### src/hw/rtl/assert_macros.svh
// Assertion macros shared by the receiver RTL.
// Each macro expects clk and rst_n to be visible in the module that uses it.
`ifndef ASSERT_MACROS_SVH
`define ASSERT_MACROS_SVH

// Same-cycle implication, disabled while reset is asserted.
`define SRR_ASSERT_IMP(lbl, ant, con, msg) \
  lbl: assert property (@(posedge clk) disable iff (!rst_n) (ant) |-> (con)) \
    else $error(msg);

// Next-cycle implication, disabled while reset is asserted.
`define SRR_ASSERT_NXT(lbl, ant, con, msg) \
  lbl: assert property (@(posedge clk) disable iff (!rst_n) (ant) |=> (con)) \
    else $error(msg);

`endif

### src/hw/rtl/srr_pkg.sv
// Types, constants and helpers for the selective-repeat receiver.
// No dependencies; every module in this folder imports it.
package srr_pkg;

  localparam int unsigned SEQ_W          = 3;
  localparam int unsigned PAYLOAD_W      = 32;
  localparam int unsigned WIN_W          = 3;
  localparam int unsigned SEQ_MAX_W      = 8;
  localparam int unsigned SEQ_SPACE_DEF  = 8;
  localparam int unsigned WINDOW_CAP     = 4;
  localparam int unsigned DRAIN_MAX      = 3;
  localparam int unsigned DRAIN_W        = 2;
  localparam int unsigned QUEUE_DEPTH    = 2;
  localparam logic [WIN_W-1:0] WINDOW_RST = 3'd4;

  typedef enum logic {
    ACT_DELIVERED = 1'b0,
    ACT_BUFFERED  = 1'b1
  } srr_action_t;

  typedef enum logic {
    CMD_DELIVER = 1'b0,
    CMD_BUFFER  = 1'b1
  } srr_cmd_kind_t;

  typedef enum logic [1:0] {
    BK_IDLE,
    BK_READ,
    BK_SEND
  } srr_bk_state_t;

  typedef struct packed {
    logic [SEQ_W-1:0]     frame_seq;
    logic [PAYLOAD_W-1:0] frame_payload;
    logic                 crc_good;
  } srr_in_t;

  typedef struct packed {
    logic [SEQ_W-1:0]     ack_seq;
    srr_action_t          action;
    logic [PAYLOAD_W-1:0] out_payload;
    logic                 last;
  } srr_out_t;

  // Work handed from the classifier to the delivery side.
  typedef struct packed {
    srr_cmd_kind_t        kind;
    logic [SEQ_MAX_W-1:0] seq;
    logic [PAYLOAD_W-1:0] payload;
    logic [DRAIN_W-1:0]   drain;
  } srr_cmd_t;

  // Queue status seen by the front and back.
  typedef struct packed {
    logic full;
    logic not_empty;
  } srr_qstat_t;

  // Sequence number increment modulo the sequence space.
  function automatic logic [SEQ_MAX_W-1:0] seq_inc(input logic [SEQ_MAX_W-1:0] x,
                                                   input int unsigned space);
    logic [SEQ_MAX_W:0] s;
    s = {1'b0, x} + (SEQ_MAX_W+1)'(1);
    if (32'(s) >= space) begin
      return '0;
    end
    return s[SEQ_MAX_W-1:0];
  endfunction

endpackage

### src/hw/rtl/srr_front.sv
// Receiver front end: accepts frames, classifies them against the window and
// owns the expected number and held marks. Depends on srr_pkg, assert_macros.svh.
`include "assert_macros.svh"

module srr_front #(
  parameter int unsigned SEQ_SPACE = srr_pkg::SEQ_SPACE_DEF
) (
  input  logic                       clk,
  input  logic                       rst_n,
  input  logic                       in_valid,
  output logic                       in_stall,
  input  srr_pkg::srr_in_t           in_data,
  input  logic [srr_pkg::WIN_W-1:0]  window,
  input  srr_pkg::srr_qstat_t        q_stat,
  output logic                       q_push,
  output srr_pkg::srr_cmd_t          q_cmd
);
  import srr_pkg::*;

  localparam int unsigned IW   = (SEQ_SPACE > 2) ? $clog2(SEQ_SPACE) : 1;
  localparam int unsigned HALF = SEQ_SPACE / 2;
  localparam int unsigned CAP  = (HALF > WINDOW_CAP) ? WINDOW_CAP :
                                 ((HALF < 1) ? 1 : HALF);
  localparam logic [IW:0] SPACE_V = (IW+1)'(SEQ_SPACE);

  logic [IW-1:0]        exp_r, exp_nxt;
  logic [SEQ_SPACE-1:0] marks_r, marks_nxt;

  logic          acc, in_range, is_order, is_buf, in_win;
  logic [IW-1:0] seq_i, e1, e2, e3, e4;
  logic [IW:0]   seq_gap;
  logic [WIN_W-1:0] win_eff;
  logic          m1, m2, m3;

  assign in_stall = q_stat.full;
  assign acc      = in_valid && !q_stat.full;
  assign seq_i    = IW'(in_data.frame_seq);
  assign in_range = 32'(in_data.frame_seq) < SEQ_SPACE;

  assign e1 = IW'(seq_inc(SEQ_MAX_W'(exp_r), SEQ_SPACE));
  assign e2 = IW'(seq_inc(SEQ_MAX_W'(e1), SEQ_SPACE));
  assign e3 = IW'(seq_inc(SEQ_MAX_W'(e2), SEQ_SPACE));
  assign e4 = IW'(seq_inc(SEQ_MAX_W'(e3), SEQ_SPACE));

  // Consecutive held frames after the expected one, at most three.
  assign m1 = marks_r[e1];
  assign m2 = m1 && marks_r[e2];
  assign m3 = m2 && marks_r[e3];

  always_comb begin
    seq_gap = {1'b0, seq_i} - {1'b0, exp_r};
    if (seq_i < exp_r) begin
      seq_gap = seq_gap + SPACE_V;
    end
    win_eff = (window == '0) ? WIN_W'(1) : window;
    if (32'(win_eff) > CAP) begin
      win_eff = WIN_W'(CAP);
    end
  end

  assign in_win   = (seq_gap != '0) && (32'(seq_gap) < 32'(win_eff));
  assign is_order = in_range && in_data.crc_good && (seq_i == exp_r);
  assign is_buf   = in_range && in_data.crc_good && !is_order && in_win && !marks_r[seq_i];
  assign q_push   = acc && (is_order || is_buf);

  always_comb begin
    q_cmd.kind    = is_order ? CMD_DELIVER : CMD_BUFFER;
    q_cmd.seq     = SEQ_MAX_W'(seq_i);
    q_cmd.payload = in_data.frame_payload;
    q_cmd.drain   = DRAIN_W'(m1) + DRAIN_W'(m2) + DRAIN_W'(m3);
  end

  always_comb begin
    exp_nxt   = exp_r;
    marks_nxt = marks_r;
    if (acc && is_order) begin
      if (m1) marks_nxt[e1] = 1'b0;
      if (m2) marks_nxt[e2] = 1'b0;
      if (m3) marks_nxt[e3] = 1'b0;
      if (m3) begin
        exp_nxt = e4;
      end else if (m2) begin
        exp_nxt = e3;
      end else if (m1) begin
        exp_nxt = e2;
      end else begin
        exp_nxt = e1;
      end
    end else if (acc && is_buf) begin
      marks_nxt[seq_i] = 1'b1;
    end
  end

  always_ff @(posedge clk) begin
    if (!rst_n) begin
      exp_r   <= '0;
      marks_r <= '0;
    end else begin
      exp_r   <= exp_nxt;
      marks_r <= marks_nxt;
    end
  end

  // The slot of the expected frame is never held.
  `SRR_ASSERT_IMP(a_exp_unmarked, 1'b1, !marks_r[exp_r], "expected slot is marked")
  // A corrupted frame leaves the held marks alone.
  `SRR_ASSERT_NXT(a_bad_crc_keeps, acc && !in_data.crc_good, marks_r == $past(marks_r),
                  "corrupted frame changed marks")
  // The expected number moves only after an in-order frame was queued.
  `SRR_ASSERT_NXT(a_exp_moves, !(q_push && q_cmd.kind == CMD_DELIVER),
                  exp_r == $past(exp_r), "expected number moved without delivery")

endmodule

### src/hw/rtl/srr_queue.sv
// Short command queue between the receiver front end and delivery side.
// Depends on srr_pkg, assert_macros.svh.
`include "assert_macros.svh"

module srr_queue #(
  parameter int unsigned DEPTH = srr_pkg::QUEUE_DEPTH
) (
  input  logic                clk,
  input  logic                rst_n,
  input  logic                push,
  input  srr_pkg::srr_cmd_t   push_cmd,
  input  logic                pop,
  output srr_pkg::srr_cmd_t   head_cmd,
  output srr_pkg::srr_qstat_t stat
);
  import srr_pkg::*;

  localparam int unsigned PW = (DEPTH > 2) ? $clog2(DEPTH) : 1;
  localparam int unsigned CW = $clog2(DEPTH + 1);

  srr_cmd_t      slots [DEPTH];
  logic [PW-1:0] wr_ptr_r, wr_ptr_nxt, rd_ptr_r, rd_ptr_nxt;
  logic [CW-1:0] count_r, count_nxt;
  logic          do_push, do_pop;

  assign stat.full      = (count_r == CW'(DEPTH));
  assign stat.not_empty = (count_r != '0);
  assign do_push        = push && !stat.full;
  assign do_pop         = pop && stat.not_empty;
  assign head_cmd       = slots[rd_ptr_r];

  always_comb begin
    wr_ptr_nxt = wr_ptr_r;
    rd_ptr_nxt = rd_ptr_r;
    count_nxt  = count_r;
    if (do_push) begin
      wr_ptr_nxt = (wr_ptr_r == PW'(DEPTH - 1)) ? '0 : wr_ptr_r + PW'(1);
    end
    if (do_pop) begin
      rd_ptr_nxt = (rd_ptr_r == PW'(DEPTH - 1)) ? '0 : rd_ptr_r + PW'(1);
    end
    if (do_push && !do_pop) begin
      count_nxt = count_r + CW'(1);
    end else if (do_pop && !do_push) begin
      count_nxt = count_r - CW'(1);
    end
  end

  always_ff @(posedge clk) begin
    if (do_push) begin
      slots[wr_ptr_r] <= push_cmd;
    end
  end

  always_ff @(posedge clk) begin
    if (!rst_n) begin
      wr_ptr_r <= '0;
      rd_ptr_r <= '0;
      count_r  <= '0;
    end else begin
      wr_ptr_r <= wr_ptr_nxt;
      rd_ptr_r <= rd_ptr_nxt;
      count_r  <= count_nxt;
    end
  end

  `SRR_ASSERT_IMP(a_no_push_full, push, !stat.full, "push into a full queue")
  `SRR_ASSERT_IMP(a_no_pop_empty, pop, stat.not_empty, "pop from an empty queue")
  `SRR_ASSERT_IMP(a_count_bound, 1'b1, 32'(count_r) <= DEPTH, "queue count overflow")

endmodule

### src/hw/rtl/srr_back.sv
// Receiver delivery side: stores buffered words, sends acks and drains held
// frames from the payload store. Depends on srr_pkg, assert_macros.svh.
`include "assert_macros.svh"

module srr_back #(
  parameter int unsigned SEQ_SPACE = srr_pkg::SEQ_SPACE_DEF
) (
  input  logic                clk,
  input  logic                rst_n,
  input  srr_pkg::srr_qstat_t q_stat,
  input  srr_pkg::srr_cmd_t   q_cmd,
  output logic                q_pop,
  output logic                out_valid,
  input  logic                out_stall,
  output srr_pkg::srr_out_t   out_data
);
  import srr_pkg::*;

  localparam int unsigned IW = (SEQ_SPACE > 2) ? $clog2(SEQ_SPACE) : 1;

  logic [PAYLOAD_W-1:0] store [SEQ_SPACE];

  srr_bk_state_t        state_r, state_nxt;
  logic [IW-1:0]        addr_r, addr_nxt;
  logic [DRAIN_W-1:0]   remain_r, remain_nxt;
  logic [PAYLOAD_W-1:0] rd_data_r;
  logic                 out_valid_r, out_valid_nxt;
  srr_out_t             out_data_r, load_data;
  logic                 out_free, load, mem_we;

  assign out_free = !out_valid_r || !out_stall;

  // Next state.
  always_comb begin
    state_nxt = state_r;
    case (state_r)
      BK_IDLE: begin
        if (q_stat.not_empty && out_free && q_cmd.kind == CMD_DELIVER &&
            q_cmd.drain != '0) begin
          state_nxt = BK_READ;
        end
      end
      BK_READ: state_nxt = BK_SEND;
      BK_SEND: begin
        if (out_free) begin
          state_nxt = (remain_r == DRAIN_W'(1)) ? BK_IDLE : BK_READ;
        end
      end
      default: state_nxt = BK_IDLE;
    endcase
  end

  // Outputs and datapath control.
  always_comb begin
    q_pop      = 1'b0;
    mem_we     = 1'b0;
    load       = 1'b0;
    load_data  = out_data_r;
    addr_nxt   = addr_r;
    remain_nxt = remain_r;
    case (state_r)
      BK_IDLE: begin
        if (q_stat.not_empty && out_free) begin
          q_pop = 1'b1;
          load  = 1'b1;
          load_data.ack_seq = SEQ_W'(q_cmd.seq);
          if (q_cmd.kind == CMD_BUFFER) begin
            mem_we                = 1'b1;
            load_data.action      = ACT_BUFFERED;
            load_data.out_payload = '0;
            load_data.last        = 1'b1;
          end else begin
            load_data.action      = ACT_DELIVERED;
            load_data.out_payload = q_cmd.payload;
            load_data.last        = (q_cmd.drain == '0);
            addr_nxt   = IW'(seq_inc(q_cmd.seq, SEQ_SPACE));
            remain_nxt = q_cmd.drain;
          end
        end
      end
      BK_SEND: begin
        if (out_free) begin
          load                  = 1'b1;
          load_data.ack_seq     = SEQ_W'(addr_r);
          load_data.action      = ACT_DELIVERED;
          load_data.out_payload = rd_data_r;
          load_data.last        = (remain_r == DRAIN_W'(1));
          addr_nxt   = IW'(seq_inc(SEQ_MAX_W'(addr_r), SEQ_SPACE));
          remain_nxt = remain_r - DRAIN_W'(1);
        end
      end
      default: begin
      end
    endcase
    out_valid_nxt = load ? 1'b1 : (out_valid_r && out_stall);
  end

  // Payload store: one write port, one registered read port.
  always_ff @(posedge clk) begin
    if (mem_we) begin
      store[IW'(q_cmd.seq)] <= q_cmd.payload;
    end
    rd_data_r <= store[addr_r];
  end

  always_ff @(posedge clk) begin
    if (load) begin
      out_data_r <= load_data;
    end
    addr_r   <= addr_nxt;
    remain_r <= remain_nxt;
  end

  always_ff @(posedge clk) begin
    if (!rst_n) begin
      state_r     <= BK_IDLE;
      out_valid_r <= 1'b0;
    end else begin
      state_r     <= state_nxt;
      out_valid_r <= out_valid_nxt;
    end
  end

  assign out_valid = out_valid_r;
  assign out_data  = out_data_r;

  `SRR_ASSERT_IMP(a_no_overwrite, out_valid_r && out_stall, !load,
                  "result overwritten while stalled")
  `SRR_ASSERT_IMP(a_drain_count, state_r != BK_IDLE, remain_r != '0,
                  "drain running with nothing left")
  `SRR_ASSERT_NXT(a_buffer_ack, mem_we,
                  out_valid_r && out_data_r.action == ACT_BUFFERED && out_data_r.last,
                  "buffered frame not acked")

endmodule

### src/hw/rtl/selective_repeat_receiver_top.sv
// Top level of the selective-repeat ARQ receiver: window register, front end,
// command queue and delivery side. Depends on srr_pkg and the srr_* modules.
//
//   channel  direction  handshake            payload
//   in_      input      in_valid / in_stall   srr_in_t   (one frame)
//   out_     output     out_valid / out_stall srr_out_t  (one ack result)
//   cfg_     input      cfg_valid / cfg_ready window width, 3 bits
//
// The front end takes one frame per cycle while the two-entry queue has room.
// The delivery side handles a buffered or lone in-order frame in BK_IDLE and
// takes each drained held frame through BK_READ (store read), then BK_SEND.
// Synchronous active-low reset clears the expected number and the held marks
// in flip-flops at once; there is no clearing pass. A stalled result holds the
// output register, the queue then fills and in_stall rises.
module selective_repeat_receiver_top #(
  parameter int unsigned SEQ_SPACE = srr_pkg::SEQ_SPACE_DEF
) (
  input  logic                      clk,
  input  logic                      rst_n,
  input  logic                      in_valid,
  output logic                      in_stall,
  input  srr_pkg::srr_in_t          in_data,
  output logic                      out_valid,
  input  logic                      out_stall,
  output srr_pkg::srr_out_t         out_data,
  input  logic                      cfg_valid,
  output logic                      cfg_ready,
  input  logic [srr_pkg::WIN_W-1:0] cfg_data
);
  import srr_pkg::*;

  logic [WIN_W-1:0] window_r;
  logic             q_push, q_pop;
  srr_cmd_t         push_cmd, head_cmd;
  srr_qstat_t       q_stat;

  assign cfg_ready = 1'b1;

  always_ff @(posedge clk) begin
    if (!rst_n) begin
      window_r <= WINDOW_RST;
    end else if (cfg_valid && cfg_ready) begin
      window_r <= cfg_data;
    end
  end

  srr_front #(.SEQ_SPACE(SEQ_SPACE)) u_front (
    .clk      (clk),
    .rst_n    (rst_n),
    .in_valid (in_valid),
    .in_stall (in_stall),
    .in_data  (in_data),
    .window   (window_r),
    .q_stat   (q_stat),
    .q_push   (q_push),
    .q_cmd    (push_cmd)
  );

  srr_queue #(.DEPTH(QUEUE_DEPTH)) u_queue (
    .clk      (clk),
    .rst_n    (rst_n),
    .push     (q_push),
    .push_cmd (push_cmd),
    .pop      (q_pop),
    .head_cmd (head_cmd),
    .stat     (q_stat)
  );

  srr_back #(.SEQ_SPACE(SEQ_SPACE)) u_back (
    .clk       (clk),
    .rst_n     (rst_n),
    .q_stat    (q_stat),
    .q_cmd     (head_cmd),
    .q_pop     (q_pop),
    .out_valid (out_valid),
    .out_stall (out_stall),
    .out_data  (out_data)
  );

endmodule
### config.mk
export PLATFORM = sky130hd
export DESIGN_NAME = selective_repeat_receiver_top
export DESIGN_NICKNAME = d
export VERILOG_FILES = /design/src/hw/rtl/srr_pkg.sv /design/src/hw/rtl/srr_front.sv /design/src/hw/rtl/srr_queue.sv /design/src/hw/rtl/srr_back.sv /design/src/hw/rtl/selective_repeat_receiver_top.sv
export VERILOG_INCLUDE_DIRS = /design/src /design/src/hw/rtl
export SDC_FILE = /design/constraint.sdc
export NUM_CORES = 1
export LEC_CHECK = 0
export ABC_AREA = 0
export BUFFER_PORTS_ARGS = -buffer_cell sky130_fd_sc_hd__buf_2
export CORE_MARGIN = 3
export CORE_UTILIZATION = 59
export CTS_CLUSTER_SIZE = 20
export DETAILED_ROUTE_END_ITERATION = 7
export PLACE_DENSITY_LB_ADDON = 0.3
export SLEW_MARGIN = 5
export SYNTH_ARGS = -nofsm -noshare
export SYNTH_HDL_FRONTEND = slang
export SYNTH_SLANG_ARGS = --single-unit
### constraint.sdc
create_clock -name clk -period 7.5 [get_ports clk]
set_input_delay 1.5 -clock clk [delete_from_list [all_inputs] [get_ports clk]]
set_output_delay 1.5 -clock clk [all_outputs]
set_load 0.01 [all_outputs]
# Word-level counts from Yosys, hierarchy flattened
# Memories as Yosys holds them, arrays and structs flattened. A register that Yosys moved wholly into a read port is not among the register bits.
# Index checks and enable logic that the tools add are counted.
dict set report word_totals {
  ff_bits 63
  ram_bits 332
  out_inout_bits 40
  elab_cells 196
  n_memories 2
}
dict set report op_classes {
  add_sub_neg 15
  order_cmp 17
  eq_ne 9
  mux 87
  n_bitwise 8
  reduce_logical 44
}
# memory depth word_bits read_ports rd_ports_with_merged_regs wr line
set memory_table {}
lappend memory_table {u_back.store 8 32 1 1 1 srr_back.sv:21} ;# logic [PAYLOAD_W-1:0] store [SEQ_SPACE];
lappend memory_table {u_queue.slots 2 38 1 1 1 srr_queue.sv:21} ;# srr_cmd_t slots [DEPTH];
# cell count
set ops {}
lappend ops {{37-bit two-way mux} 2}
lappend ops {{37-bit one-hot mux with 2 select lines} 1}
lappend ops {{3-bit two-way mux} 20}
lappend ops {{8-bit two-way mux} 7}
lappend ops {{1-bit two-way mux} 36}
lappend ops {{34-bit two-way mux} 1}
lappend ops {{8-bit AND} 3}
lappend ops {{8-bit inverter} 3}
lappend ops {{1-bit logical AND} 23}
lappend ops {{3-bit by 1-bit adder with 4-bit output, second input constant} 5}
lappend ops {{4-bit >= comparator, second input constant} 5}
lappend ops {{3-bit by 4-bit less-than comparator with 1-bit output, second input constant} 4}
lappend ops {{2-bit two-way mux} 7}
lappend ops {{1-bit binary-select mux with 3-bit select} 4}
lappend ops {{1-bit demux with 3-bit select} 4}
lappend ops {{3-bit by 1-bit >= comparator with 1-bit output, second input constant} 4}
lappend ops {{2-bit nonzero test} 5}
lappend ops {{8-bit by 1-bit adder with 9-bit output, second input constant} 1}
lappend ops {{9-bit by 4-bit >= comparator with 1-bit output, second input constant} 1}
lappend ops {{8-bit bitwise OR} 1}
lappend ops {{4-bit AND reduction} 2}
lappend ops {{1-bit zero test} 7}
lappend ops {{2-bit by 1-bit != test with 1-bit output, second input constant} 3}
lappend ops {{2-bit one-hot mux with 3 select lines} 1}
lappend ops {{24 further kinds} 30}

# Depth between registers and ports, before layout
# Gate-level depths: netlist of run 1.
dict set report logic_depth {
  word_depth 20
  ltp_mapped 16
  depth_no_buf 14
}

# Cells and area by module
# Synthesis of run 1 repeated with hierarchy kept, for this count alone.
dict set report unflattened {
  cells_unflattened 1023
  hier_area_um2 18019.8
}
# mod n_inst cells_each area_each_um2
set modules_own_cells {}
lappend modules_own_cells {srr_back 1 627 12726.0}
lappend modules_own_cells {srr_queue 1 159 3338.2}
lappend modules_own_cells {srr_front 1 226 1838.0}
lappend modules_own_cells {selective_repeat_receiver_top 1 11 117.6}

# Worst setup path after synthesis of run 1
# OpenSTA, ideal clock, no wires.
dict set report synth_path {
  path_kind {input -> register}
  start {input in_data[33] in the netlist's numbering}
  end {memory u_queue.slots[0][0] in the netlist's numbering (enable)}
  setup_time_ns 0.438
  arrival_time_ns 5.703
  t_required_ns 7.062
  slack_ns 1.360
  cell_stages 13
  path_buffers 2
  cell_sequence {buf_2 inv_1 ha_1 inv_1 fa_1 fa_1 ha_1 a2111oi_2 nand4_1 a221oi_4 or2_0 buf_2 nor2b_1}
}
dict set report synth_via {
  elab_chain_cells 12
  word_cells_on_any_way 21
  cone_classes {2 x add/sub; 2 x order compare; 1 x eq/ne; 5 x mux; 11 x reduce/logical}
}
# element line
set synth_rtl {}
lappend synth_rtl {{start, declared} selective_repeat_receiver_top.sv:22} ;# input srr_pkg::srr_in_t in_data,
lappend synth_rtl {{3-bit by 3-bit subtractor with 4-bit output} srr_front.sv:51} ;# seq_gap = {1'b0, seq_i} - {1'b0, exp_r};
lappend synth_rtl {{4-bit adder} srr_front.sv:53} ;# seq_gap = seq_gap + SPACE_V;
lappend synth_rtl {{4-bit two-way mux} srr_front.sv:52} ;# if (seq_i < exp_r) begin
lappend synth_rtl {{4-bit by 3-bit less-than comparator with 1-bit output / 4-bit nonzero test (equally long branches)} srr_front.sv:61} ;# assign in_win = (seq_gap != '0) && (32'(seq_gap) < 32'(win_eff));
lappend synth_rtl {{1-bit logical AND} srr_front.sv:61}
lappend synth_rtl {{1-bit logical AND (2 in a row)} srr_front.sv:63} ;# assign is_buf = in_range && in_data.crc_good && !is_order && in_win && !marks_r[seq_i];
lappend synth_rtl {{1-bit logical OR (*)} srr_front.sv:64} ;# assign q_push = acc && (is_order || is_buf);
lappend synth_rtl {{1-bit logical AND (*)} srr_front.sv:64}
lappend synth_rtl {{1-bit logical AND (*)} srr_queue.sv:28} ;# assign do_push = push && !stat.full;
lappend synth_rtl {{net u_queue.do_push} srr_queue.sv:24} ;# logic do_push, do_pop;
lappend synth_rtl {{1-bit two-way mux (*)} srr_queue.sv:50} ;# if (do_push) begin
lappend synth_rtl {{1-bit two-way mux (implied by the code) (*)} srr_queue.sv:51} ;# slots[wr_ptr_r] <= push_cmd;
lappend synth_rtl {{end, declared} srr_queue.sv:21}
# Mark *: on every way through the listed nets, which the timed path passes. The rest lies on a longest branch. The select of a mux whose other input is x is not followed.

# Worst setup path in the final report of run 1
dict set report layout_path {
  start {input in_data[33] in the netlist's numbering}
  end {memory u_queue.slots[0][18] in the netlist's numbering (enable)}
}
dict set report layout_via {
  elab_chain_cells 12
  word_cells_on_any_way 21
  cone_classes {2 x add/sub; 2 x order compare; 1 x eq/ne; 5 x mux; 11 x reduce/logical}
}
# element line
set layout_rtl {}
lappend layout_rtl {{3-bit by 3-bit subtractor with 4-bit output} srr_front.sv:51}
lappend layout_rtl {{4-bit adder} srr_front.sv:53}
lappend layout_rtl {{4-bit two-way mux} srr_front.sv:52}
lappend layout_rtl {{4-bit by 3-bit less-than comparator with 1-bit output / 4-bit nonzero test (equally long branches)} srr_front.sv:61}
lappend layout_rtl {{1-bit logical AND} srr_front.sv:61}
lappend layout_rtl {{1-bit logical AND (2 in a row)} srr_front.sv:63}
lappend layout_rtl {{1-bit logical OR (*)} srr_front.sv:64}
lappend layout_rtl {{1-bit logical AND (*)} srr_front.sv:64}
lappend layout_rtl {{1-bit logical AND (*)} srr_queue.sv:28}
lappend layout_rtl {{1-bit two-way mux (*)} srr_queue.sv:50}
lappend layout_rtl {{1-bit two-way mux (implied by the code) (*)} srr_queue.sv:51}
# Every way passes the cells marked *; elsewhere a longest branch is shown, timed or not. The select of a mux whose other input is x is not followed.

==> results of run 1 <==
## area by class of cell
cell class	count	area [sq um]
sequential	428	12300
clock inverter	18	255
timing repair buffer	99	538
fill	1782	8760
multi-input combinational	495	4670
inverter	19	71.3
tap	378	473
clock buffer	58	1150
## cells in the mapped netlist, types with 3 or more instances
| cell type | number |
|---|---|
| clkbuf_1 | 33 |
| a41oi_1 | 3 |
| ha_1 | 13 |
| a21oi_1 | 20 |
| nor2_1 | 32 |
| dfxtp_1 | 54 |
| nand3_1 | 11 |
| nand4_1 | 5 |
| buf_1 | 4 |
| o2111ai_1 | 3 |
| buf_4 | 4 |
| mux4_2 | 65 |
| and2_1 | 8 |
| mux2i_1 | 17 |
| nor3_1 | 13 |
| o21ai_0 | 48 |
| edfxtp_1 | 374 |
| mux2_2 | 70 |
| a31oi_1 | 4 |
| o211ai_1 | 10 |
| nand2_1 | 57 |
| a211oi_1 | 8 |
| buf_2 | 9 |
| nor3b_1 | 3 |
| nand2b_1 | 38 |
| a32oi_1 | 3 |
| nor2b_1 | 9 |
| or3_1 | 3 |
| inv_1 | 17 |
## power by group
part	switching [mW]	internal (mW)
logic	0.622	0.442
registers	0.0873	3.00
clock network	0.838	1.28
## final timing paths
path	slack [ns]	to	startpoint
hold reg to reg	0.50	u_back.out_data[12]$_DFFE_PP_	u_back.rd_data_r[11]$_DFF_P_
hold / removal	0.50	u_back.out_data[12]$_DFFE_PP_	u_back.rd_data_r[11]$_DFF_P_
setup / recovery	2.34	u_queue.slots[0][18]$_DFFE_PP_	in_data[33]
setup reg to reg	3.13	u_queue.slots[0][18]$_DFFE_PP_	u_front.exp_r[1]$_SDFFE_PN0P_
## flip-flops by register name, summed over array words and instances (netlist names), 2 cells and up, named ones only
signal and flops:
u_back.store 256, u_queue.slots 76, u_back.out_data 37, u_back.rd_data_r 32
u_front.marks_r 8, u_back.addr_r 3, u_front.exp_r 3, window_r 3
u_back.remain_r 2, u_back.state_r 2, u_queue.count_r 2
## per-layer routing
| metal | vias up | track usage (%) |
|---|---|---|
| met2 | 300 | 37.6 |
| met3 | 59 | 3.73 |
| met5 | - | 0 |
| met1 | 4644 | 30.5 |
| li1 | 4085 | - |
| met4 | 0 | 4.94 |
## cells by family (layout without fill, tap and decap cells)
kind of cell	after synthesis	after routing	share of synthesized area [%]
compound gates	130	130	5.33
flops	428	428	71.6
other cells	1	1	0.0218
buf+inv	69	194	1.66
simple gates	190	190	5.55
xor+xnor	4	4	0.204
fa+ha+maj	15	15	1.18
mux	155	155	14.4
## per-stage QoR
stage                     instance area (sq um)  worst slack (ns)  power, mW  std cells  utilization [%]
final                                     19500              2.34       6.27       1495             69.0
after global routing                      19500              2.09       6.53       1495             69.0
after CTS                                 19500              2.32       6.33       1495             69.0
after detailed placement                  18100              1.77       4.21       1419             64.0
after global placement                    18100              1.82       4.18       1419             64.0
after floorplan                           17200              1.36       3.84        992                -
## cells in the final DEF, fill, tap and decap left out, drive strengths merged, types with 3 or more instances in the layout
master / count
nor2b: 9
a21oi: 21
nor2: 32
edfxtp: 374
clkbuf: 58
bufinv: 6
nand2b: 39
nor3b: 3
nand2: 57
buf: 99
o2111ai: 4
dfxtp: 54
mux2: 71
a31oi: 4
and2: 8
mux2i: 18
nand4: 5
nor3: 13
inv: 19
or3: 3
o211ai: 11
ha: 13
a221oi: 3
a211oi: 8
o21ai: 51
a32oi: 3
clkinv: 12
a41oi: 3
mux4: 66
nand3: 11
## critical path, delay by kind of cell
kind                     cells  cell delay (ns)
adder cells (fa/ha/maj)      4             1.22
buffers and inverters        4             0.71
AND/OR/NAND/NOR              3             1.25
AO/OA/AOI/OAI                2             0.66
==> run summary, run 1 <==
htree depth -> 2
number of setup buffers added after CTS -> 0
RSZ-0062 raised after global routing -> false
clock slew seen by the registers of the worst setup and hold paths -> 0.06 ns
post-CTS resize count -> 0
critical path launch point type -> input port
hold-fix buffer count after cts -> 0
Wirelength per Cell -> 22.7 um
synth warn -> 0
clk sinks -> 428
vias in the first global route -> 9417
Final Hold Fails -> 0
final worst path period share -> 68.7%
first-pass GRT wire length -> 52900 um
Seq/Total Area, Yosys -> 71.6%
Metal-1 WL -> 14300 um
Worst Hold Class -> reg2reg
RePlAce Congestion -> 0.861
crit path cell chain -> buf_2 -> inv_1 -> ha_1 -> inv_1 -> fa_1 -> fa_1 -> ha_1 -> a2111oi_2 -> nand4_1 -> a221oi_4 -> or2_0 -> nor2b_4 -> buf_4
top post-synthesis cells by area -> edfxtp_1 (65%), mux4_2 (8.5%), dfxtp_1 (6.3%)
worst path required time -> 7.70 ns
CTS tree -> yes
Max Transition Viols Final -> 0
WHS -> 0.502 ns
antenna fix cells -> 0
syn_area_per_cell -> 17.3 sq um
largest net degree at the start of global routing -> 75
area grow syn2layout -> 13.3%
crit path DAT -> 5.36 ns
final setup TNS -> 0 ns
final WL -> 33900 um
Post-synth EDFFs -> 374
Clock Skews -> 0.0157 ns
Setup Crit Path Kind -> in2reg
cell count after synthesis -> 992
Net Count, Synth -> 1051
async set-reset flop share out of synthesis -> 0%
DRT Pass-1 Iters -> 5
final count of negative-setup-slack endpoints -> 0
Synth Register Bits -> 428
total grt overflow -> 0
TritonCTS Buffers -> 42
CTS Buffer Depth -> 3
clk_lat worst skew -> 0.53 ns
Iter 0 DRT Violations -> 815
PwrDens -> 322 nW/um^2
post-synthesis cell area -> 17200 sq um
Max-slew headroom -> 24.5%
share of cells above drive strength 1 -> 28.6%
Period minus WS final -> 5.16 ns
Rows -> 61
library cells used by synthesis -> 73
Die Y -> 177 um
Starting Density -> 60.9%
core box area -> 28200 sq um
FF-to-FF path depth -> 10
via-per-instance ratio -> 6.08
antenna violations before repair -> 0
Crit. End Element -> flip-flop
top sig layer -> met4
fmax -> 194 MHz
via count -> 9088
CP max FO -> 23
Slew @ Worst Pin -> 1.13 ns
Yosys top cell by area -> edfxtp_1
Post-layout nets -> 1144
worst vdd rail ir drop -> 0.266 mV
Top Ports -> 84
top cell type's share of synthesized area -> 65.3%
total global-route track usage -> 22.1%
Crit path largest cell delay -> 0.69 ns
Post-synth top flop -> edfxtp_1
clock root buffer -> clkbuf_16
LEAKAGE -> 6.43 nW
PortBufs -> 82
met2 wire len -> 17000 um
Max-cap violations -> 0
hold depth -> 2
DP HPWL -> 18900 um
DIE AREA -> 31200 sq um
ANT nets after route -> 0
Slowest cell on crit path -> nor2b_4
outcome -> finished, final reports clean
die width -> 177 um
DRC viols -> 0
met3 wire length -> 1980 um
(Power assumes the default switching activity.)
==> run 2, diff against run 1 <==
--- a/config.mk
+++ b/config.mk
@@ -6,10 +6,10 @@
 export SDC_FILE = /design/constraint.sdc
 export NUM_CORES = 1
 export LEC_CHECK = 0
-export ABC_AREA = 0
+export ABC_AREA = 1
 export BUFFER_PORTS_ARGS = -buffer_cell sky130_fd_sc_hd__buf_2
 export CORE_MARGIN = 3
-export CORE_UTILIZATION = 59
+export CORE_UTILIZATION = 55
 export CTS_CLUSTER_SIZE = 20
 export DETAILED_ROUTE_END_ITERATION = 7
 export PLACE_DENSITY_LB_ADDON = 0.3
==> constraint.sdc (replaced) <==
create_clock -name clk -period 4.6 [get_ports clk]
set_input_delay 0.92 -clock clk [delete_from_list [all_inputs] [get_ports clk]]
set_output_delay 0.92 -clock clk [all_outputs]
set_load 0.01 [all_outputs]
==> run summary, run 2 <==
vias in the first global route -> 10795 (+15%)
number of setup buffers added after CTS -> 0 (unchanged)
Slowest cell on crit path -> fa_1
share of cells above drive strength 1 -> 14.1% (-15 points)
post-CTS resize count -> 0 (unchanged)
Die Y -> 183 um (+3.5%)
CP max FO -> 22 (-4.3%)
gr busiest metal -> met2
clk_lat worst skew -> 0.55 ns (+0.02 ns)
Setup Crit Path Kind -> in2reg
Iter 0 DRT Violations -> 1222 (+50%)
final setup TNS -> 0 ns (unchanged)
Top delay family on crit path -> adder cells
htree depth -> 2 (unchanged)
CTS tree -> yes
grt met3 use -> 3.81% (+0.076 points)
die width -> 183 um (+3.5%)
largest reg by FF count -> u_back.store
Crit. End Element -> flip-flop
RSZ-0062 raised after global routing -> false
max reg flops -> 256 (unchanged)
Starting Density -> 56.0% (-4.9 points)
syn_area_per_cell -> 11.8 sq um (-32%)
critical path launch point type -> input port
NetSw -> 3.79 mW (+140%)
RePlAce Congestion -> 0.885 (+2.8%)
Max Transition Viols Final -> 0 (unchanged)
Int Pwr -> 8.16 mW (+73%)
Seq/Total Area, Yosys -> 71.5% (-0.073 points)
dpl ws -> 0.603 ns (-1.16 ns)
clk sinks -> 428 (unchanged)
synth warn -> 0 (unchanged)
Net Count, Synth -> 1516 (+44%)
synth cell count leaders -> edfxtp_1 (374), nor2_1 (282), nand2_1 (213)
Post-layout nets -> 1599 (+40%)
CTS Buffer Depth -> 3 (unchanged)
largest net degree at the start of global routing -> 102 (+36%)
Max-cap violations -> 0 (unchanged)
worst vdd rail ir drop -> 0.326 mV (+23%)
area grow syn2layout -> 13.7%
final WL -> 38800 um (+14%)
DP HPWL -> 22500 um (+19%)
PwrDens -> 611 nW/um^2 (+90%)
Post-synth top flop -> edfxtp_1
count leader, synth -> edfxtp_1
Post-synth EDFFs -> 374 (unchanged)
Worst Hold Class -> reg2reg
Final Hold Fails -> 0 (unchanged)
cell count after synthesis -> 1457 (+47%)
Worst Slack Setup Final -> 1.17 ns (-1.18 ns)
sw frac -> 31.7% (+7.0 points)
Top Ports -> 84 (unchanged)
Clock Skews -> 0.0189 ns (+0.00315 ns)
Synth Register Bits -> 428 (unchanged)
outcome -> finished, final reports clean
fmax -> 291 MHz
core box area -> 30700 sq um (+8.9%)
total global-route track usage -> 23.1% (+0.96 points)
crit path cell chain -> buf_2 -> inv_1 -> ha_1 -> inv_1 -> fa_1 -> fa_1 -> ha_1 -> inv_1 -> o22ai_1 -> nor2_1 -> nand2_1 -> nand2_1 -> inv_1 -> nor2_4 -> buf_4
Slew @ Worst Pin -> 1.13 ns (-0.00422 ns)
Rows -> 64 (+4.9%)
hold-fix buffer count after cts -> 0 (unchanged)
total grt overflow -> 0 (unchanged)
clock slew seen by the registers of the worst setup and hold paths -> 0.06 ns (about the same)
DIE AREA -> 33400 sq um (+7.1%)
top cell type's share of synthesized area -> 65.3% (-0.066 points)
Max-slew headroom -> 24.8% (+0.28 points)
Worst path most repeated cell -> inv_1
final worst path period share -> 74.6%
Period minus WS final -> 3.43 ns
antenna violations before repair -> 0 (unchanged)
async set-reset flop share out of synthesis -> 0% (unchanged)
via count -> 11354 (+25%)
library cells used by synthesis -> 42 (-42%)
WP buf/inv -> 6 (+2)
DRC viols -> 0 (unchanged)
Wirelength per Cell -> 19.7 um (-13%)
worst path required time -> 4.82 ns (-2.88 ns)
Comb pwr share -> 24.9% (+7.9 points)
FF-to-FF setup slack -> 1.27 ns (-1.86 ns)
Fillers -> 2363 (+33%)
commonest non-fill, non-tap cells in the layout -> edfxtp_1 (374), nor2_1 (270), nand2_1 (213)
LEAKAGE -> 7.17 nW (+12%)
GR Util met2 -> 35.9% (-1.8 points)
Crit path largest cell delay -> 0.46 ns (-0.23 ns)
met1 usage -> 33.8% (+3.3 points)
DRT Pass-1 Iters -> 5 (unchanged)
via-per-instance ratio -> 5.76 (-5.2%)
crit path DAT -> 3.65 ns (-1.71 ns)
PortBufs -> 82 (unchanged)
Yosys top cell by area -> edfxtp_1
Seq pwr share -> 45.5% (-3.7 points)
most common cell after layout, fill and taps aside -> edfxtp_1
total power -> 11.9 mW (+90%)
first-pass GRT wire length -> 60200 um (+14%)
top post-synthesis cells by area -> edfxtp_1 (65%), dfxtp_1 (6.3%), nor2_1 (6.2%)
final count of negative-setup-slack endpoints -> 0 (unchanged)
post-synthesis cell area -> 17200 sq um (+0.10%)
clock root buffer -> clkbuf_16
Clk pwr share -> 29.6% (-4.2 points)
ANT nets after route -> 0 (unchanged)
antenna fix cells -> 0 (unchanged)
TritonCTS Buffers -> 43 (+2.4%)
==> run 2: cell types whose count changed in the layout (fill, tap and decap cells not counted), moves of 32 or more <==
cell,change
nor2_1,+245
nand2_1,+156
o21ai_0,+107
mux2_2,-70
mux4_2,-65
inv_1,+39
nand2b_1,-38
nand3_1,+38
a22o_1,+33
o22ai_1,+32
==> run 2: worst paths after layout <==
check	start	to	cells after the start
hold reg to reg	window_r[0]$_SDFFE_PN0P_	window_r[0]$_SDFFE_PN0P_	2
hold / removal	window_r[0]$_SDFFE_PN0P_	window_r[0]$_SDFFE_PN0P_	2
setup reg to reg	u_front.exp_r[0]$_SDFFE_PN0P_	u_front.exp_r[1]$_SDFFE_PN0P_	16
setup / recovery	in_data[33]	u_queue.slots[1][29]$_DFFE_PP_	15
==> run 2: power by group through the flow <==
stage / registers [mW] / logic [mW] / clock network (mW)
CTS: 5.43 / 2.98 / 3.57
floorplan: 5.60 / 1.76 / 0
finish: 5.43 / 2.98 / 3.53
detailed placement: 5.50 / 2.96 / 0
global route: 5.48 / 3.30 / 3.75
global placement: 5.48 / 2.89 / 0
==> run 2: cell type report <==
type                            instances  area [sq um]  share of cell area (%)
Inverter                               65           246                    1.26
Tap cell                              396           495                    2.53
Sequential cell                       428         12300                    62.9
Clock inverter                         23           270                    1.38
Timing Repair Buffer                  111           641                    3.28
Clock buffer                           57          1170                    5.99
Multi-Input combinational cell        891          4420                    22.6
==> run 2: per-stage QoR <==
step / hold slack [ns] / utilization, % / cell area (sq um) / instances
after global placement: 0.473 / 58.9 / 18100 / 1891
after CTS: 0.483 / 63.6 / 19600 / 1971
after global routing: 0.521 / 63.6 / 19600 / 1971
after floorplan: 0.433 / - / 17200 / 1457
after detailed placement: 0.474 / 58.9 / 18100 / 1891
final: 0.502 / 63.6 / 19600 / 1971
==> run 2: logic make-up after synthesis <==
family | synth area share (%)
adders and majority gates | 1.18
AOI/OAI and AO/OA | 9.71
and+or+nand+nor | 13.9
muxes | 0.175
xor gates and xnor gates | 0.153
other | 0.0218
buffers and inverters | 3.31
DFF | 71.5
==> run 2: layer usage <==
layer | vias up | wire length (um)
li1 | 5314 | -
met5 | - | 0
met2 | 477 | 18000
met4 | 0 | 961
met3 | 67 | 3050
met1 | 5496 | 16800
==> run 2: worst reg2reg max path, cell delays in order (launching register included) <==
cell	delay [ns]
dfxtp_1	0.37
buf_4	0.31
inv_2	0.23
ha_1	0.79
inv_2	0.29
nand2_1	0.20
nand2_1	0.07
nand2_1	0.06
nand2_1	0.05
nand3_1	0.11
nand2_2	0.11
nor2_8	0.18
nand3_4	0.13
nand2_1	0.10
nand3_1	0.12
nand2_1	0.09
inv_1	0.04
==> run 3, diff against run 2 <==
==> constraint.sdc (replaced) <==
create_clock -name clk -period 3 [get_ports clk]
set_input_delay 0.6 -clock clk [delete_from_list [all_inputs] [get_ports clk]]
set_output_delay 0.6 -clock clk [all_outputs]
set_load 0.01 [all_outputs]
==> run summary, run 3 (synthesized netlist as in run 2, its figures left out) <==
outcome -> finished, final reports clean
RePlAce Congestion -> 0.888 (+0.35%)
hold depth -> 1 (-1)
final count of negative-setup-slack endpoints -> 0 (unchanged)
worst vdd rail ir drop -> 0.587 mV (+80%)
commonest non-fill, non-tap cells in the layout -> edfxtp_1 (374), nor2_1 (270), nand2_1 (212)
FF+latch area -> 12300 sq um (about the same)
total power -> 18.0 mW (+51%)
Max-slew headroom -> 43.8% (+19 points)
Worst Hold Endpoint -> u_queue.slots[0][23]$_DFFE_PP_
CP max FO -> 19 (-14%)
most common cell after layout, fill and taps aside -> edfxtp_1
final worst path period share -> 95.0%
crit path DAT -> 3.07 ns (-0.58 ns)
PortBufs -> 82 (unchanged)
RR Endpoint -> u_queue.slots[1][15]$_DFFE_PP_
clock root buffer -> clkbuf_16
Crit. End Element -> flip-flop
Top Ports -> 84 (unchanged)
htree depth -> 2 (unchanged)
antenna violations before repair -> 0 (unchanged)
Final Hold Fails -> 0 (unchanged)
CTS Buffer Depth -> 3 (unchanged)
core box area -> 30700 sq um (unchanged)
total grt overflow -> 0 (unchanged)
Iter 0 DRT Violations -> 1051 (-14%)
largest net degree at the start of global routing -> 131 (+28%)
via count -> 11222 (-1.2%)
Post-layout nets -> 1618 (+1.2%)
CTS tree -> yes
critical path launch point type -> flip-flop
clock slew seen by the registers of the worst setup and hold paths -> 0.06 ns (about the same)
share of cells above drive strength 1 -> 15.3% (+1.2 points)
worst path required time -> 3.22 ns (-1.60 ns)
Non-Filler Instances -> 1987 (+0.81%)
LEAKAGE -> 7.25 nW (+1.2%)
Period minus WS final -> 2.85 ns
area grow syn2layout -> 15.1%
die width -> 183 um (unchanged)
PwrDens -> 909 nW/um^2 (+49%)
hold-fix buffer count after cts -> 0 (unchanged)
Worst Hold Class -> in2reg
max reg flops -> 256 (unchanged)
antenna fix cells -> 0 (unchanged)
DRT Pass-1 Iters -> 6 (+1)
dpl ws -> -0.367 ns (-0.970 ns)
TritonCTS Buffers -> 43 (unchanged)
Slowest cell on crit path -> fa_1
Max Transition Viols Final -> 0 (unchanged)
Top delay family on crit path -> adder cells
Clock Skews -> 0.0299 ns (+0.0111 ns)
Wirelength per Cell -> 18.9 um (-4.3%)
Worst Slack Setup Final -> 0.150 ns (-1.02 ns)
final core utilization -> 64.4% (+0.80 points)
final WL -> 37500 um (-3.5%)
total global-route track usage -> 22.2% (-0.85 points)
Reg-to-Reg Start -> u_front.exp_r[0]$_SDFFE_PN0P_
ANT nets after route -> 0 (unchanged)
largest reg by FF count -> u_back.store
Starting Density -> 56.0% (unchanged)
Rows -> 64 (unchanged)
clk sinks -> 428 (unchanged)
first-pass GRT wire length -> 58000 um (-3.7%)
Slew @ Worst Pin -> 0.837 ns (-0.290 ns)
Die Y -> 183 um (unchanged)
min-delay src -> in_data[22]
WP buf/inv -> 3 (-3)
Max-cap violations -> 0 (unchanged)
crit path cell chain -> ha_4 -> inv_2 -> fa_2 -> fa_1 -> ha_1 -> nor2_1 -> nand3_1 -> nor2_1 -> nand2_1 -> nand2_2 -> inv_2 -> nor2_4 -> buf_12
Crit path largest cell delay -> 0.49 ns (+0.03 ns)
DRC viols -> 0 (unchanged)
dpl cells -> 1909 (+0.95%)
fmax -> 351 MHz
DIE AREA -> 33400 sq um (unchanged)
DP HPWL -> 22500 um (about the same)
FF-to-FF path depth -> 13 (-3)
area occupied by multi-input gates -> 4450 sq um (+0.68%)
via-per-instance ratio -> 5.65 (-2.0%)
Fillers -> 2334 (-1.2%)
FF-to-FF setup slack -> 0.15 ns (-1.12 ns)
vias in the first global route -> 10883 (+0.82%)
Setup Crit Path Kind -> reg2reg
WHS -> 0.258 ns (-0.244 ns)
clk_lat worst skew -> 0.54 ns (about the same)
run 3: final cells by class:
cell class	count	area share (%)
clock buffers	57	5.85
clock inverters	20	0.758
inverters	65	1.33
multi-input cells	891	22.5
flip-flops and latches	428	62.2
well taps	396	2.50
repair buffers	130	4.90
run 3: metrics by stage:
step | setup TNS [ns] | area, sq um
floorplan | -35.67 | 17300
global placement | -24.81 | 18500
detailed placement | -27.54 | 18500
CTS | 0 | 19800
global route | -0.0726 | 19800
finish | 0 | 19800
run 3: worst max-delay path by stage:
stage / depth (start not counted) / end / startpoint / slack [ns]
final: 13 / u_queue.slots[1][15]$_DFFE_PP_ / u_front.exp_r[0]$_SDFFE_PN0P_ / 0.15
after global routing: 13 / u_queue.slots[1][27]$_DFFE_PP_ / u_front.exp_r[0]$_SDFFE_PN0P_ / -0.008
after CTS: 15 / u_queue.count_r[1]$_SDFFE_PN0P_ / u_front.exp_r[0]$_SDFFE_PN0P_ / 0.08
after detailed placement: 17 / u_queue.count_r[1]$_SDFFE_PN0P_ / in_data[33] / -0.37
after global placement: 17 / u_queue.count_r[1]$_SDFFE_PN0P_ / in_data[33] / -0.33
after floorplan: 13 / u_queue.slots[1][0]$_DFFE_PP_ / in_data[33] / -0.47
run 3: layer usage:
layer | global-route usage, % | vias up | part of all wire, %
met5 | 0 | - | 0
met4 | 5.88 | 0 | 2.1
met3 | 3.27 | 56 | 7.1
met2 | 37.8 | 398 | 49
met1 | 30.4 | 5417 | 42
li1 | - | 5351 | -
run 3: power by group:
group / internal (mW) / switching (mW)
Clock: 2.88 / 2.08
Sequential: 8.07 / 0.245
Combinational: 1.40 / 3.33
Total: 12.4 / 5.65
run 3: what timing repair did:
item | 4_1_cts | 5_1_grt
setup buffers | 0 | 1
resized for setup | 0 | 2
endpoints found under the setup margin | 0 | 78
